$ cat src/hw/rtl/assert_macros.svh
// Assertion macros shared by the mixer RTL.
// No dependencies; the bodies drop out when SYNTHESIS is defined.
`ifndef ASSERT_MACROS_SVH
`define ASSERT_MACROS_SVH

`ifndef SYNTHESIS

// Property holds at every clock edge outside reset.
`define ASSERT_ALWAYS(label, clk, rst, prop) \
   label: assert property (@(posedge clk) disable iff (rst) (prop)) \
      else $error("assertion failed: always");

// Consequent holds in the same cycle as the antecedent.
`define ASSERT_IMPL(label, clk, rst, ante, cons) \
   label: assert property (@(posedge clk) disable iff (rst) (ante) |-> (cons)) \
      else $error("assertion failed: same-cycle implication");

// Consequent holds in the cycle after the antecedent.
`define ASSERT_NEXT(label, clk, rst, ante, cons) \
   label: assert property (@(posedge clk) disable iff (rst) (ante) |=> (cons)) \
      else $error("assertion failed: next-cycle implication");

`else

`define ASSERT_ALWAYS(label, clk, rst, prop)
`define ASSERT_IMPL(label, clk, rst, ante, cons)
`define ASSERT_NEXT(label, clk, rst, ante, cons)

`endif

`endif

$ cat src/hw/rtl/ddpm_pkg.sv
// Types, constants and arithmetic helpers for the differential drive PWM mixer.
// No dependencies; used by the channel interfaces and the top level.
`timescale 1ns / 1ps

package ddpm_pkg;

   // Field widths
   localparam int CMD_BITS      = 3;
   localparam int REQ_BITS      = 16;
   localparam int PIN_BITS      = 3;
   localparam int DUTY_BITS     = 8;
   localparam int SPEED_BITS    = DUTY_BITS + 1;
   localparam int SUM_BITS      = SPEED_BITS + 1;
   localparam int TRIM_BITS     = 8;
   localparam int LIMIT_BITS    = 16;
   localparam int TIMER_BITS    = 16;
   localparam int CMP_BITS      = (TIMER_BITS > LIMIT_BITS) ? TIMER_BITS : LIMIT_BITS;
   localparam int NUM_PINS      = 4;
   localparam int PIN_IDX_BITS  = 2;

   // Configuration port
   localparam int CSR_ADDR_BITS = 3;
   localparam int CSR_DATA_BITS = 16;

   // Duty limit
   localparam int DUTY_MAX      = 255;

   // Divide by 100 as multiply by 5243 and shift by 19; exact for products below 43690,
   // and any larger product already gives a quotient above 255, which saturates
   localparam int RECIP_MUL     = 5243;
   localparam int RECIP_SHIFT   = 19;
   localparam int COEF_BITS     = 21;
   localparam int PROD_BITS     = DUTY_BITS + COEF_BITS;
   localparam int QUOT_BITS     = PROD_BITS - RECIP_SHIFT;

   // Register reset values
   localparam logic [TRIM_BITS-1:0]  TRIM_RESET     = 8'd100;
   localparam logic [TRIM_BITS-1:0]  FLOOR_RESET    = 8'd50;
   localparam logic [TRIM_BITS-1:0]  CEILING_RESET  = 8'd150;
   localparam logic [LIMIT_BITS-1:0] WATCHDOG_RESET = 16'd1000;
   localparam logic [LIMIT_BITS-1:0] PIN_TEST_RESET = 16'd2000;

   typedef enum logic [CMD_BITS-1:0] {
      CMD_DRIVE    = 3'd0,
      CMD_STOP     = 3'd1,
      CMD_REAPPLY  = 3'd2,
      CMD_PIN_TEST = 3'd3,
      CMD_TICK     = 3'd4
   } cmd_type;

   typedef enum logic [CSR_ADDR_BITS-1:0] {
      CSR_TRIM_LEFT      = 3'd0,
      CSR_TRIM_RIGHT     = 3'd1,
      CSR_REVERSE_LEFT   = 3'd2,
      CSR_REVERSE_RIGHT  = 3'd3,
      CSR_TRIM_FLOOR     = 3'd4,
      CSR_TRIM_CEILING   = 3'd5,
      CSR_WATCHDOG_LIMIT = 3'd6,
      CSR_PIN_TEST_LIMIT = 3'd7
   } csr_addr_type;

   typedef logic [DUTY_BITS-1:0] duty_type;
   typedef logic signed [SPEED_BITS-1:0] speed_type;

   // Clamp a 16-bit signed request to +-255
   function automatic speed_type clamp_req(input logic signed [REQ_BITS-1:0] v);
      speed_type r;
      if (v > REQ_BITS'(DUTY_MAX))
         r = SPEED_BITS'(DUTY_MAX);
      else if (v < -REQ_BITS'(DUTY_MAX))
         r = -SPEED_BITS'(DUTY_MAX);
      else
         r = v[SPEED_BITS-1:0];
      return r;
   endfunction

   // Magnitude of a clamped speed
   function automatic duty_type speed_mag(input speed_type s);
      speed_type n;
      n = -s;
      return s[SPEED_BITS-1] ? n[DUTY_BITS-1:0] : s[DUTY_BITS-1:0];
   endfunction

   // Mix two clamped requests with add or subtract, clamped to +-255
   function automatic speed_type mix_side(input speed_type a, input speed_type b,
                                          input logic sub);
      logic signed [SUM_BITS-1:0] sum;
      speed_type r;
      sum = sub ? (SUM_BITS'(a) - SUM_BITS'(b)) : (SUM_BITS'(a) + SUM_BITS'(b));
      if (sum > SUM_BITS'(DUTY_MAX))
         r = SPEED_BITS'(DUTY_MAX);
      else if (sum < -SUM_BITS'(DUTY_MAX))
         r = -SPEED_BITS'(DUTY_MAX);
      else
         r = sum[SPEED_BITS-1:0];
      return r;
   endfunction

   // Clamp the trim percent and premultiply by the reciprocal of 100
   function automatic logic [COEF_BITS-1:0] trim_coef(input logic [TRIM_BITS-1:0] trim,
                                                      input logic [TRIM_BITS-1:0] lo,
                                                      input logic [TRIM_BITS-1:0] hi);
      logic [TRIM_BITS-1:0] t;
      if (trim < lo)
         t = lo;
      else if (trim > hi)
         t = hi;
      else
         t = trim;
      return COEF_BITS'(t) * COEF_BITS'(RECIP_MUL);
   endfunction

   // Scale a speed by its trim, truncate toward zero, keep nonzero speeds nonzero
   function automatic speed_type trim_speed(input speed_type s,
                                            input logic [COEF_BITS-1:0] coef);
      logic [PROD_BITS-1:0] prod;
      logic [QUOT_BITS-1:0] q;
      duty_type             m;
      speed_type            r;
      prod = PROD_BITS'(speed_mag(s)) * PROD_BITS'(coef);
      q    = prod[PROD_BITS-1:RECIP_SHIFT];
      if (q == '0)
         m = DUTY_BITS'(1);
      else if (q > QUOT_BITS'(DUTY_MAX))
         m = DUTY_BITS'(DUTY_MAX);
      else
         m = q[DUTY_BITS-1:0];
      if (s == '0)
         r = '0;
      else if (s[SPEED_BITS-1])
         r = -SPEED_BITS'(m);
      else
         r = SPEED_BITS'(m);
      return r;
   endfunction

endpackage

$ cat src/hw/rtl/ddpm_req_if.sv
// Command channel of the differential drive PWM mixer.
// Depends on ddpm_pkg for field widths.
`timescale 1ns / 1ps

interface ddpm_req_if;
   logic                                    valid;
   logic                                    ready;
   logic [ddpm_pkg::CMD_BITS-1:0]           cmd;
   logic signed [ddpm_pkg::REQ_BITS-1:0]    throttle;
   logic signed [ddpm_pkg::REQ_BITS-1:0]    steering;
   logic [ddpm_pkg::PIN_BITS-1:0]           test_pin;
   logic signed [ddpm_pkg::REQ_BITS-1:0]    test_value;

   modport source (output valid, cmd, throttle, steering, test_pin, test_value,
                   input ready);
   modport sink   (input valid, cmd, throttle, steering, test_pin, test_value,
                   output ready);
endinterface

$ cat src/hw/rtl/ddpm_rsp_if.sv
// Result channel of the differential drive PWM mixer.
// Depends on ddpm_pkg for field widths.
`timescale 1ns / 1ps

interface ddpm_rsp_if;
   logic                             valid;
   logic                             ready;
   logic [ddpm_pkg::DUTY_BITS-1:0]   left_fwd_duty;
   logic [ddpm_pkg::DUTY_BITS-1:0]   left_rev_duty;
   logic [ddpm_pkg::DUTY_BITS-1:0]   right_fwd_duty;
   logic [ddpm_pkg::DUTY_BITS-1:0]   right_rev_duty;
   logic [ddpm_pkg::DUTY_BITS-1:0]   pin_readback;
   logic                             test_running;

   modport source (output valid, left_fwd_duty, left_rev_duty, right_fwd_duty,
                   right_rev_duty, pin_readback, test_running, input ready);
   modport sink   (input valid, left_fwd_duty, left_rev_duty, right_fwd_duty,
                   right_rev_duty, pin_readback, test_running, output ready);
endinterface

$ cat src/hw/rtl/ddpm_csr_if.sv
// Register write channel of the differential drive PWM mixer.
// Depends on ddpm_pkg for address and data widths.
`timescale 1ns / 1ps

interface ddpm_csr_if;
   logic                                 valid;
   logic                                 ready;
   logic [ddpm_pkg::CSR_ADDR_BITS-1:0]   addr;
   logic [ddpm_pkg::CSR_DATA_BITS-1:0]   wdata;

   modport source (output valid, addr, wdata, input ready);
   modport sink   (input valid, addr, wdata, output ready);
endinterface

$ cat src/hw/rtl/differential_drive_pwm_mixer_unit.sv
// Top level of the differential drive PWM mixer with H-bridge duty outputs.
// Depends on ddpm_pkg, ddpm_req_if, ddpm_rsp_if, ddpm_csr_if and assert_macros.svh.
`timescale 1ns / 1ps
`include "assert_macros.svh"

// Channel   Dir   Transaction
// req_ch    in    one command: drive, stop, reapply, pin test or 1 ms tick
// rsp_ch    out   four bridge duties, pin readback, test running flag
// csr_ch    in    one register write, address and data
//
// Each command transaction passes an input register, then the mixer and state
// update logic, and lands in the result register; one transaction per cycle is
// sustained while results are taken. The result register is the only stall point;
// while it is full and not taken, a full input register holds and req_ch.ready drops.
// Synchronous reset returns the registers to their defaults and clears the block state.
// Trim coefficients are registered behind the trim, floor and ceiling registers.

module differential_drive_pwm_mixer_unit (
   input logic        clock,
   input logic        reset,
   ddpm_req_if.sink   req_ch,
   ddpm_rsp_if.source rsp_ch,
   ddpm_csr_if.sink   csr_ch
);

   // Configuration registers
   logic [ddpm_pkg::TRIM_BITS-1:0]  trim_left_ff, trim_right_ff;
   logic [ddpm_pkg::TRIM_BITS-1:0]  trim_floor_ff, trim_ceiling_ff;
   logic                            reverse_left_ff, reverse_right_ff;
   logic [ddpm_pkg::LIMIT_BITS-1:0] watchdog_limit_ff, pin_test_limit_ff;
   logic [ddpm_pkg::COEF_BITS-1:0]  coef_left_ff, coef_left_in;
   logic [ddpm_pkg::COEF_BITS-1:0]  coef_right_ff, coef_right_in;

   // Input register
   logic                            in_valid_ff;
   ddpm_pkg::cmd_type               cmd_ff;
   ddpm_pkg::speed_type             thr_ff, ste_ff;
   logic [ddpm_pkg::PIN_BITS-1:0]   tpin_ff;
   ddpm_pkg::duty_type              tval_ff;

   // Block state
   ddpm_pkg::speed_type             held_thr_ff, held_thr_in;
   ddpm_pkg::speed_type             held_ste_ff, held_ste_in;
   logic [ddpm_pkg::TIMER_BITS-1:0] since_cmd_ff, since_cmd_in;
   logic [ddpm_pkg::TIMER_BITS-1:0] since_test_ff, since_test_in;
   logic                            seen_ff, seen_in;
   logic                            test_ff, test_in;
   ddpm_pkg::duty_type              pin_ff [ddpm_pkg::NUM_PINS];
   ddpm_pkg::duty_type              pin_in [ddpm_pkg::NUM_PINS];
   ddpm_pkg::duty_type              readback_in;

   // Result register
   logic                            rsp_valid_ff;
   ddpm_pkg::duty_type              rsp_duty_ff [ddpm_pkg::NUM_PINS];
   ddpm_pkg::duty_type              rsp_readback_ff;
   logic                            rsp_test_ff;

   // Handshake and datapath
   logic                            out_free;
   logic                            advance;
   logic                            held_nz;
   ddpm_pkg::speed_type             drv_thr, drv_ste;
   ddpm_pkg::speed_type             left_speed, right_speed;
   ddpm_pkg::speed_type             left_neg, right_neg;
   logic [ddpm_pkg::TIMER_BITS-1:0] cmd_inc, test_inc;
   logic                            do_drive, do_stop, test_set;

   assign out_free     = !rsp_valid_ff || rsp_ch.ready;
   assign advance      = in_valid_ff && out_free;
   assign req_ch.ready = !in_valid_ff || out_free;
   assign csr_ch.ready = 1'b1;

   // Register writes
   always_ff @(posedge clock) begin
      if (reset) begin
         trim_left_ff      <= ddpm_pkg::TRIM_RESET;
         trim_right_ff     <= ddpm_pkg::TRIM_RESET;
         reverse_left_ff   <= 1'b0;
         reverse_right_ff  <= 1'b0;
         trim_floor_ff     <= ddpm_pkg::FLOOR_RESET;
         trim_ceiling_ff   <= ddpm_pkg::CEILING_RESET;
         watchdog_limit_ff <= ddpm_pkg::WATCHDOG_RESET;
         pin_test_limit_ff <= ddpm_pkg::PIN_TEST_RESET;
      end else if (csr_ch.valid) begin
         case (ddpm_pkg::csr_addr_type'(csr_ch.addr))
            ddpm_pkg::CSR_TRIM_LEFT:      trim_left_ff      <= csr_ch.wdata[ddpm_pkg::TRIM_BITS-1:0];
            ddpm_pkg::CSR_TRIM_RIGHT:     trim_right_ff     <= csr_ch.wdata[ddpm_pkg::TRIM_BITS-1:0];
            ddpm_pkg::CSR_REVERSE_LEFT:   reverse_left_ff   <= csr_ch.wdata[0];
            ddpm_pkg::CSR_REVERSE_RIGHT:  reverse_right_ff  <= csr_ch.wdata[0];
            ddpm_pkg::CSR_TRIM_FLOOR:     trim_floor_ff     <= csr_ch.wdata[ddpm_pkg::TRIM_BITS-1:0];
            ddpm_pkg::CSR_TRIM_CEILING:   trim_ceiling_ff   <= csr_ch.wdata[ddpm_pkg::TRIM_BITS-1:0];
            ddpm_pkg::CSR_WATCHDOG_LIMIT: watchdog_limit_ff <= csr_ch.wdata[ddpm_pkg::LIMIT_BITS-1:0];
            ddpm_pkg::CSR_PIN_TEST_LIMIT: pin_test_limit_ff <= csr_ch.wdata[ddpm_pkg::LIMIT_BITS-1:0];
            default: ;
         endcase
      end
   end

   // Clamp the trims and premultiply by the reciprocal of 100
   assign coef_left_in  = ddpm_pkg::trim_coef(trim_left_ff, trim_floor_ff, trim_ceiling_ff);
   assign coef_right_in = ddpm_pkg::trim_coef(trim_right_ff, trim_floor_ff, trim_ceiling_ff);

   always_ff @(posedge clock) begin
      coef_left_ff  <= coef_left_in;
      coef_right_ff <= coef_right_in;
   end

   // Capture a command transaction, clamping its requests
   always_ff @(posedge clock) begin
      if (reset)
         in_valid_ff <= 1'b0;
      else if (req_ch.ready)
         in_valid_ff <= req_ch.valid;
   end

   always_ff @(posedge clock) begin
      if (req_ch.valid && req_ch.ready) begin
         cmd_ff  <= ddpm_pkg::cmd_type'(req_ch.cmd);
         thr_ff  <= ddpm_pkg::clamp_req(req_ch.throttle);
         ste_ff  <= ddpm_pkg::clamp_req(req_ch.steering);
         tpin_ff <= req_ch.test_pin;
         tval_ff <= ddpm_pkg::speed_mag(ddpm_pkg::clamp_req(req_ch.test_value));
      end
   end

   // Mixer: new request for drive, held request for reapply
   assign held_nz  = (held_thr_ff != '0) || (held_ste_ff != '0);
   assign drv_thr  = (cmd_ff == ddpm_pkg::CMD_DRIVE) ? thr_ff : held_thr_ff;
   assign drv_ste  = (cmd_ff == ddpm_pkg::CMD_DRIVE) ? ste_ff : held_ste_ff;
   assign left_speed  = ddpm_pkg::trim_speed(ddpm_pkg::mix_side(drv_thr, drv_ste, 1'b0),
                                             coef_left_ff);
   assign right_speed = ddpm_pkg::trim_speed(ddpm_pkg::mix_side(drv_thr, drv_ste, 1'b1),
                                             coef_right_ff);
   assign left_neg  = -left_speed;
   assign right_neg = -right_speed;

   // Saturating elapsed counters
   assign cmd_inc  = (&since_cmd_ff)  ? since_cmd_ff  : since_cmd_ff + 1'b1;
   assign test_inc = (&since_test_ff) ? since_test_ff : since_test_ff + 1'b1;

   // Next state and result for the transaction in the input register
   always_comb begin
      held_thr_in   = held_thr_ff;
      held_ste_in   = held_ste_ff;
      since_cmd_in  = since_cmd_ff;
      since_test_in = since_test_ff;
      seen_in       = seen_ff;
      test_in       = test_ff;
      pin_in        = pin_ff;
      readback_in   = '0;
      do_drive      = 1'b0;
      do_stop       = 1'b0;
      test_set      = 1'b0;

      if (advance) begin
         case (cmd_ff)
            ddpm_pkg::CMD_DRIVE:   do_drive = 1'b1;
            ddpm_pkg::CMD_STOP:    do_stop  = 1'b1;
            ddpm_pkg::CMD_REAPPLY: do_drive = held_nz;
            ddpm_pkg::CMD_PIN_TEST: begin
               if (!tpin_ff[ddpm_pkg::PIN_BITS-1]) begin
                  do_stop     = 1'b1;
                  test_set    = (tval_ff != '0);
                  readback_in = tval_ff;
               end
            end
            ddpm_pkg::CMD_TICK: begin
               since_cmd_in  = cmd_inc;
               since_test_in = test_inc;
               // coast an expired pin test
               if (test_ff && (ddpm_pkg::CMP_BITS'(test_inc) >
                               ddpm_pkg::CMP_BITS'(pin_test_limit_ff))) begin
                  for (int i = 0; i < ddpm_pkg::NUM_PINS; i++)
                     pin_in[i] = '0;
                  test_in = 1'b0;
               end
               // watchdog: stop on command silence
               if (held_nz && seen_ff && (ddpm_pkg::CMP_BITS'(cmd_inc) >
                                          ddpm_pkg::CMP_BITS'(watchdog_limit_ff)))
                  do_stop = 1'b1;
            end
            default: ;
         endcase
      end

      if (do_stop) begin
         for (int i = 0; i < ddpm_pkg::NUM_PINS; i++)
            pin_in[i] = '0;
         held_thr_in  = '0;
         held_ste_in  = '0;
         since_cmd_in = '0;
         seen_in      = 1'b1;
         test_in      = 1'b0;
      end

      if (test_set) begin
         for (int i = 0; i < ddpm_pkg::NUM_PINS; i++)
            if (tpin_ff[ddpm_pkg::PIN_IDX_BITS-1:0] == ddpm_pkg::PIN_IDX_BITS'(i))
               pin_in[i] = tval_ff;
         test_in       = 1'b1;
         since_test_in = '0;
      end

      if (do_drive) begin
         held_thr_in  = drv_thr;
         held_ste_in  = drv_ste;
         since_cmd_in = '0;
         seen_in      = 1'b1;
         test_in      = 1'b0;
         // split each side into forward and reverse bridge duties
         pin_in[0] = (left_speed > 0)  ? left_speed[ddpm_pkg::DUTY_BITS-1:0]  : '0;
         pin_in[1] = (left_speed < 0)  ? left_neg[ddpm_pkg::DUTY_BITS-1:0]    : '0;
         pin_in[2] = (right_speed > 0) ? right_speed[ddpm_pkg::DUTY_BITS-1:0] : '0;
         pin_in[3] = (right_speed < 0) ? right_neg[ddpm_pkg::DUTY_BITS-1:0]   : '0;
         if (reverse_left_ff) begin
            pin_in[0] = (left_speed < 0) ? left_neg[ddpm_pkg::DUTY_BITS-1:0]   : '0;
            pin_in[1] = (left_speed > 0) ? left_speed[ddpm_pkg::DUTY_BITS-1:0] : '0;
         end
         if (reverse_right_ff) begin
            pin_in[2] = (right_speed < 0) ? right_neg[ddpm_pkg::DUTY_BITS-1:0]   : '0;
            pin_in[3] = (right_speed > 0) ? right_speed[ddpm_pkg::DUTY_BITS-1:0] : '0;
         end
      end
   end

   // State registers
   always_ff @(posedge clock) begin
      if (reset) begin
         held_thr_ff   <= '0;
         held_ste_ff   <= '0;
         since_cmd_ff  <= '0;
         since_test_ff <= '0;
         seen_ff       <= 1'b0;
         test_ff       <= 1'b0;
         for (int i = 0; i < ddpm_pkg::NUM_PINS; i++)
            pin_ff[i] <= '0;
      end else begin
         held_thr_ff   <= held_thr_in;
         held_ste_ff   <= held_ste_in;
         since_cmd_ff  <= since_cmd_in;
         since_test_ff <= since_test_in;
         seen_ff       <= seen_in;
         test_ff       <= test_in;
         pin_ff        <= pin_in;
      end
   end

   // Result register: load on advance, hold while stalled
   always_ff @(posedge clock) begin
      if (reset)
         rsp_valid_ff <= 1'b0;
      else if (out_free)
         rsp_valid_ff <= in_valid_ff;
   end

   always_ff @(posedge clock) begin
      if (advance) begin
         rsp_duty_ff     <= pin_in;
         rsp_readback_ff <= readback_in;
         rsp_test_ff     <= test_in;
      end
   end

   assign rsp_ch.valid          = rsp_valid_ff;
   assign rsp_ch.left_fwd_duty  = rsp_duty_ff[0];
   assign rsp_ch.left_rev_duty  = rsp_duty_ff[1];
   assign rsp_ch.right_fwd_duty = rsp_duty_ff[2];
   assign rsp_ch.right_rev_duty = rsp_duty_ff[3];
   assign rsp_ch.pin_readback   = rsp_readback_ff;
   assign rsp_ch.test_running   = rsp_test_ff;

   // A running pin test drives exactly one pin
   `ASSERT_IMPL(a_test_one_pin, clock, reset, test_ff, $countones({pin_ff[0] != '0, pin_ff[1] != '0, pin_ff[2] != '0, pin_ff[3] != '0}) == 1)

   // A running pin test leaves no held drive request
   `ASSERT_IMPL(a_test_no_held, clock, reset, test_ff, !held_nz)

   // Never drive both inputs of one bridge
   `ASSERT_ALWAYS(a_bridge_safe, clock, reset, !((pin_ff[0] != '0) && (pin_ff[1] != '0)) && !((pin_ff[2] != '0) && (pin_ff[3] != '0)))

   // A stop clears the held request and the silence counter
   `ASSERT_NEXT(a_stop_clears, clock, reset, advance && (cmd_ff == ddpm_pkg::CMD_STOP), !held_nz && (since_cmd_ff == '0) && seen_ff)

endmodule
$ cat src/flat_wrapper.sv
// flat-port wrapper written by rule: the top's interface ports become plain ports
module differential_drive_pwm_mixer_unit_flat 
  (clock, reset, req_ch_valid, req_ch_cmd, req_ch_throttle, req_ch_steering, req_ch_test_pin, req_ch_test_value, req_ch_ready, rsp_ch_valid, rsp_ch_left_fwd_duty, rsp_ch_left_rev_duty, rsp_ch_right_fwd_duty, rsp_ch_right_rev_duty, rsp_ch_pin_readback, rsp_ch_test_running, rsp_ch_ready, csr_ch_valid, csr_ch_addr, csr_ch_wdata, csr_ch_ready);
  ddpm_req_if req_ch_i ();
  ddpm_rsp_if rsp_ch_i ();
  ddpm_csr_if csr_ch_i ();
  input logic clock;
  input logic reset;
  input wire logic [$bits(req_ch_i.valid)-1:0] req_ch_valid;
  input wire logic [$bits(req_ch_i.cmd)-1:0] req_ch_cmd;
  input wire logic [$bits(req_ch_i.throttle)-1:0] req_ch_throttle;
  input wire logic [$bits(req_ch_i.steering)-1:0] req_ch_steering;
  input wire logic [$bits(req_ch_i.test_pin)-1:0] req_ch_test_pin;
  input wire logic [$bits(req_ch_i.test_value)-1:0] req_ch_test_value;
  output wire logic [$bits(req_ch_i.ready)-1:0] req_ch_ready;
  output wire logic [$bits(rsp_ch_i.valid)-1:0] rsp_ch_valid;
  output wire logic [$bits(rsp_ch_i.left_fwd_duty)-1:0] rsp_ch_left_fwd_duty;
  output wire logic [$bits(rsp_ch_i.left_rev_duty)-1:0] rsp_ch_left_rev_duty;
  output wire logic [$bits(rsp_ch_i.right_fwd_duty)-1:0] rsp_ch_right_fwd_duty;
  output wire logic [$bits(rsp_ch_i.right_rev_duty)-1:0] rsp_ch_right_rev_duty;
  output wire logic [$bits(rsp_ch_i.pin_readback)-1:0] rsp_ch_pin_readback;
  output wire logic [$bits(rsp_ch_i.test_running)-1:0] rsp_ch_test_running;
  input wire logic [$bits(rsp_ch_i.ready)-1:0] rsp_ch_ready;
  input wire logic [$bits(csr_ch_i.valid)-1:0] csr_ch_valid;
  input wire logic [$bits(csr_ch_i.addr)-1:0] csr_ch_addr;
  input wire logic [$bits(csr_ch_i.wdata)-1:0] csr_ch_wdata;
  output wire logic [$bits(csr_ch_i.ready)-1:0] csr_ch_ready;
  assign req_ch_i.valid = req_ch_valid;
  assign req_ch_i.cmd = req_ch_cmd;
  assign req_ch_i.throttle = req_ch_throttle;
  assign req_ch_i.steering = req_ch_steering;
  assign req_ch_i.test_pin = req_ch_test_pin;
  assign req_ch_i.test_value = req_ch_test_value;
  assign req_ch_ready = req_ch_i.ready;
  assign rsp_ch_valid = rsp_ch_i.valid;
  assign rsp_ch_left_fwd_duty = rsp_ch_i.left_fwd_duty;
  assign rsp_ch_left_rev_duty = rsp_ch_i.left_rev_duty;
  assign rsp_ch_right_fwd_duty = rsp_ch_i.right_fwd_duty;
  assign rsp_ch_right_rev_duty = rsp_ch_i.right_rev_duty;
  assign rsp_ch_pin_readback = rsp_ch_i.pin_readback;
  assign rsp_ch_test_running = rsp_ch_i.test_running;
  assign rsp_ch_i.ready = rsp_ch_ready;
  assign csr_ch_i.valid = csr_ch_valid;
  assign csr_ch_i.addr = csr_ch_addr;
  assign csr_ch_i.wdata = csr_ch_wdata;
  assign csr_ch_ready = csr_ch_i.ready;
  differential_drive_pwm_mixer_unit u_core (.clock(clock), .reset(reset), .req_ch(req_ch_i), .rsp_ch(rsp_ch_i), .csr_ch(csr_ch_i));
endmodule
$ cat config.mk
export PLATFORM = sky130hd
export DESIGN_NAME = differential_drive_pwm_mixer_unit_flat
export DESIGN_NICKNAME = d
export VERILOG_FILES = /design/src/hw/rtl/ddpm_pkg.sv /design/src/hw/rtl/ddpm_req_if.sv /design/src/hw/rtl/ddpm_rsp_if.sv /design/src/hw/rtl/ddpm_csr_if.sv /design/src/hw/rtl/differential_drive_pwm_mixer_unit.sv /design/src/flat_wrapper.sv
export VERILOG_INCLUDE_DIRS = /design/src /design/src/hw/rtl
export SDC_FILE = /design/constraint.sdc
export NUM_CORES = 2
export LEC_CHECK = 0
export BUFFER_PORTS_ARGS = -buffer_cell sky130_fd_sc_hd__buf_2
export CAP_MARGIN = 0
export CORE_MARGIN = 2
export CORE_UTILIZATION = 55
export DETAILED_ROUTE_END_ITERATION = 12
export PLACE_DENSITY = 0.75
export SYNTH_ARGS = -nofsm -noshare
export SYNTH_HDL_FRONTEND = slang
export SYNTH_SLANG_ARGS = --single-unit
$ cat constraint.sdc
create_clock -name clock -period 12.2 [get_ports clock]
set_clock_uncertainty 0.05 [all_clocks]
set_input_delay 0.61 -clock clock [delete_from_list [all_inputs] [get_ports clock]]
set_output_delay 0.61 -clock clock [all_outputs]
set_load 0.02 [all_outputs]
==> results.yml <==
hold_path:
  hp-start: "req_ch_test_pin[2]"
  holdPathEnd: "u_core.tpin_ff[2]"
  holdCritPathClass: "in -> reg"
  min_delay_path_depth: 1
critical_path:
  critPathLaunchType: "flip-flop"
  end_kind: "flip-flop"
  required_ps: 12500
  r2r_setup_slack_ps: 520
  crit_type: "reg -> reg"
  crit_arrival_ps: 11980
  slowest_delay_ps: 530
  rr_startpoint: "u_core.cmd_ff[2]"
  r2r_cells: 47
  crit_fanout: 21
  critPathSlowestCell: "fa_1"
  r2r_end: "u_core.rsp_ch.right_rev_duty[0]"
finish:
  nets: 4219
  final_common_cell: "inv_1"
  layout-drive-gt1-share: 0.108
  diodes: 0
  mostFrequentLayoutCells: "453 x inv_1, 406 x nand2_1, 285 x ha_1, 275 x fa_1, 252 x and2_1"
  synthToLayoutAreaGrowth_pct: 10.3
yosys:
  synthTopCellsByArea: "fa_1 19%, dfxtp_1 13%, ha_1 12%"
  netlist.area_leader.share: 0.186
  synthCells: 3461
  yosys_warnings: 0
  synth_edf_count: 73
  syn_nets: 4108
  ys_ff_latch: 267
  syn-cell-area_mm2: 0.0297
  synth_cell_type_count: 107
  async_reset_ff_frac: 0
  synth-seq-area-share: 0.205
  syn_avg_cell_area_um2: 8.58
  synth_top_area_cell: "fa_1"
  synth_ff_type: "dfxtp_1"
sta:
  finalCritPeriodShare: 0.957
  rsz0062_at_grt: "true"
  min_period_ps: 11680
  finalHoldViolCount: 0
  whs_ps: 131
  slew_violations: 0
  fmax_ghz: 0.0856
  slew_headroom: 0.162
  tightestPinTransition_ps: 1250
  setup_viol: 0
drt:
  first_iter_violations: 1953
  vias: 25000
  drc: 0
  vias_per_cell: 5.82
  ant_nets: 0
  first_pass_iters: 6
  wl_per_cell_um: 17.7
  wl_um: 75800
cts:
  clk_path_buf_depth: 3
  cts-root-buf: "clkbuf_16"
  numCtsBuffers: 30
  cts_sinks: 267
  clk_pin_slew_ps: 60
  clock_latency_ps: 600
  tritoncts: "yes"
  ctsHoldBuffers: 0
  htree_num_levels: 1
global_route:
  globalRouteMet2Util: 0.457
  antenna_found_initial: 1
  use_met1: 0.371
  grt_max_degree: 73
  grt_pass1_vias: 24900
  globalRouteMet3Util: 0.0369
  gr-usage-all-layers: 0.272
  grt_overflow: 0
  busiest_layer: "met2"
  grt_first_pass_wirelength_um: 126000
placement:
  port_buffers: 120
  routabilityCongestion: 0.942
  dp_hpwl_um: 57800
outcome:
  status: "finished clean"
floorplan:
  pin_count: 122
  initial_core_util: 0.554
  core_area_mm2: 0.0536
  rows: 85
  die_w_um: 236
  die_h_um: 236
  dieArea_mm2: 0.0559
job:
  drv_cap: 0
==> state kept, by name, summed over array words and instances, names as in the netlist, 3 cells and up <==
| name | count |
|---|---|
| u_core.trim_left_ff | 8 |
| u_core.watchdog_limit_ff | 16 |
| u_core.coef_right_ff | 21 |
| u_core.trim_floor_ff | 8 |
| u_core.tval_ff | 8 |
| u_core.rsp_ch.left_fwd_duty | 8 |
| u_core.since_cmd_ff | 16 |
| u_core.trim_right_ff | 8 |
| u_core.held_ste_ff | 9 |
| u_core.ste_ff | 9 |
| u_core.cmd_ff | 3 |
| u_core.rsp_ch.right_rev_duty | 8 |
| u_core.since_test_ff | 16 |
| u_core.rsp_ch.left_rev_duty | 8 |
| u_core.rsp_ch.pin_readback | 8 |
| u_core.pin_ff | 32 |
| u_core.rsp_ch.right_fwd_duty | 8 |
| u_core.trim_ceiling_ff | 8 |
| u_core.coef_left_ff | 21 |
| u_core.thr_ff | 9 |
| u_core.held_thr_ff | 9 |
| u_core.pin_test_limit_ff | 16 |
| u_core.tpin_ff | 3 |
==> kinds of logic after synthesis <==
kind of cell | count (synthesis) | share of synthesized area
AO/OA/AOI/OAI | 696 | 0.162
XOR/XNOR | 106 | 0.0320
adder cells (fa/ha/maj) | 570 | 0.310
buffers and inverters | 584 | 0.0751
flip-flops | 267 | 0.205
multiplexers | 46 | 0.0160
other | 1 | 0.000126
AND/OR/NAND/NOR | 1191 | 0.200
==> Yosys cell counts, types with 34 or more instances <==
cell type,instances
clkbuf_1,111
o21ai_0,91
nand3_1,89
nor2_1,155
ha_1,293
o21a_1,44
and2_1,254
dfxtp_1,194
inv_1,453
edfxtp_1,73
a21oi_1,207
nor3_1,68
fa_1,276
o211ai_1,35
nand2_1,407
a21o_1,62
nand4_1,35
mux2i_1,34
xnor2_1,70
==> worst max-delay path by stage <==
stage / startpoint / to / slack (ps) / cells past startpoint
CTS: u_core.cmd_ff[1] / u_core.rsp_ch.left_rev_duty[0] / 20 / 46
global route: u_core.cmd_ff[2] / u_core.rsp_ch.right_rev_duty[0] / -90 / 46
detailed placement: u_core.cmd_ff[1] / u_core.rsp_ch.left_rev_duty[0] / -20 / 44
global placement: u_core.cmd_ff[1] / u_core.rsp_ch.left_rev_duty[2] / 120 / 44
finish: u_core.cmd_ff[2] / u_core.rsp_ch.right_rev_duty[0] / 520 / 47
floorplan: u_core.cmd_ff[1] / u_core.rsp_ch.left_rev_duty[2] / 150 / 49
==> cell type report <==
cell class / count / area, um2
tap: 696 / 871
fill: 4689 / 20900
sequential: 267 / 6080
multi-input combinational: 2611 / 21700
clock buffer: 35 / 810
timing repair buffer: 207 / 1300
inverter: 455 / 1710
clock inverter: 20 / 229
==> routing by layer <==
metal,vias to the layer above,wire length [um]
met3,155,5140
li1,12000,-
met1,12000,33100
met4,2,2020
met5,-,13
met2,808,35500
==> critical path: cells and delay by family, from the launching register on <==
kind | cells | cell delay (ps)
compound gates | 16 | 3560
fa+ha+maj | 10 | 3840
simple gates | 12 | 2410
buf+inv | 7 | 510
flops | 1 | 430
xor+xnor | 1 | 180
mux | 1 | 410
==> per-stage QoR <==
| step | setup slack (ps) | TNS, ps | instances | util | area, um2 |
|---|---|---|---|---|---|
| CTS | 21.6 | 0 | 4272 | 0.602 | 32200 |
| detailed placement | -17.1 | -24.2 | 4217 | 0.582 | 31200 |
| global route | -89.2 | -246 | 4291 | 0.611 | 32700 |
| floorplan | 148 | 0 | 3461 | - | 29700 |
| global placement | 121 | 0 | 4217 | 0.582 | 31200 |
| finish | 523 | 0 | 4291 | 0.611 | 32700 |
==> timing repair <==
| action | 4_1_cts | 5_1_grt |
|---|---|---|
| hold endpoints to repair | 0 | 0 |
| setup endpoints to repair | 4 | 61 |
| setup buffers | 0 | 15 |
| pin swaps | 0 | 18 |
| gates resized for setup | 1 | 80 |
| gates cloned | 0 | 4 |
Power is left out: the tool's default activity adds up to more than one toggle a clock period on the data nets, which glitch-free logic cannot reach.
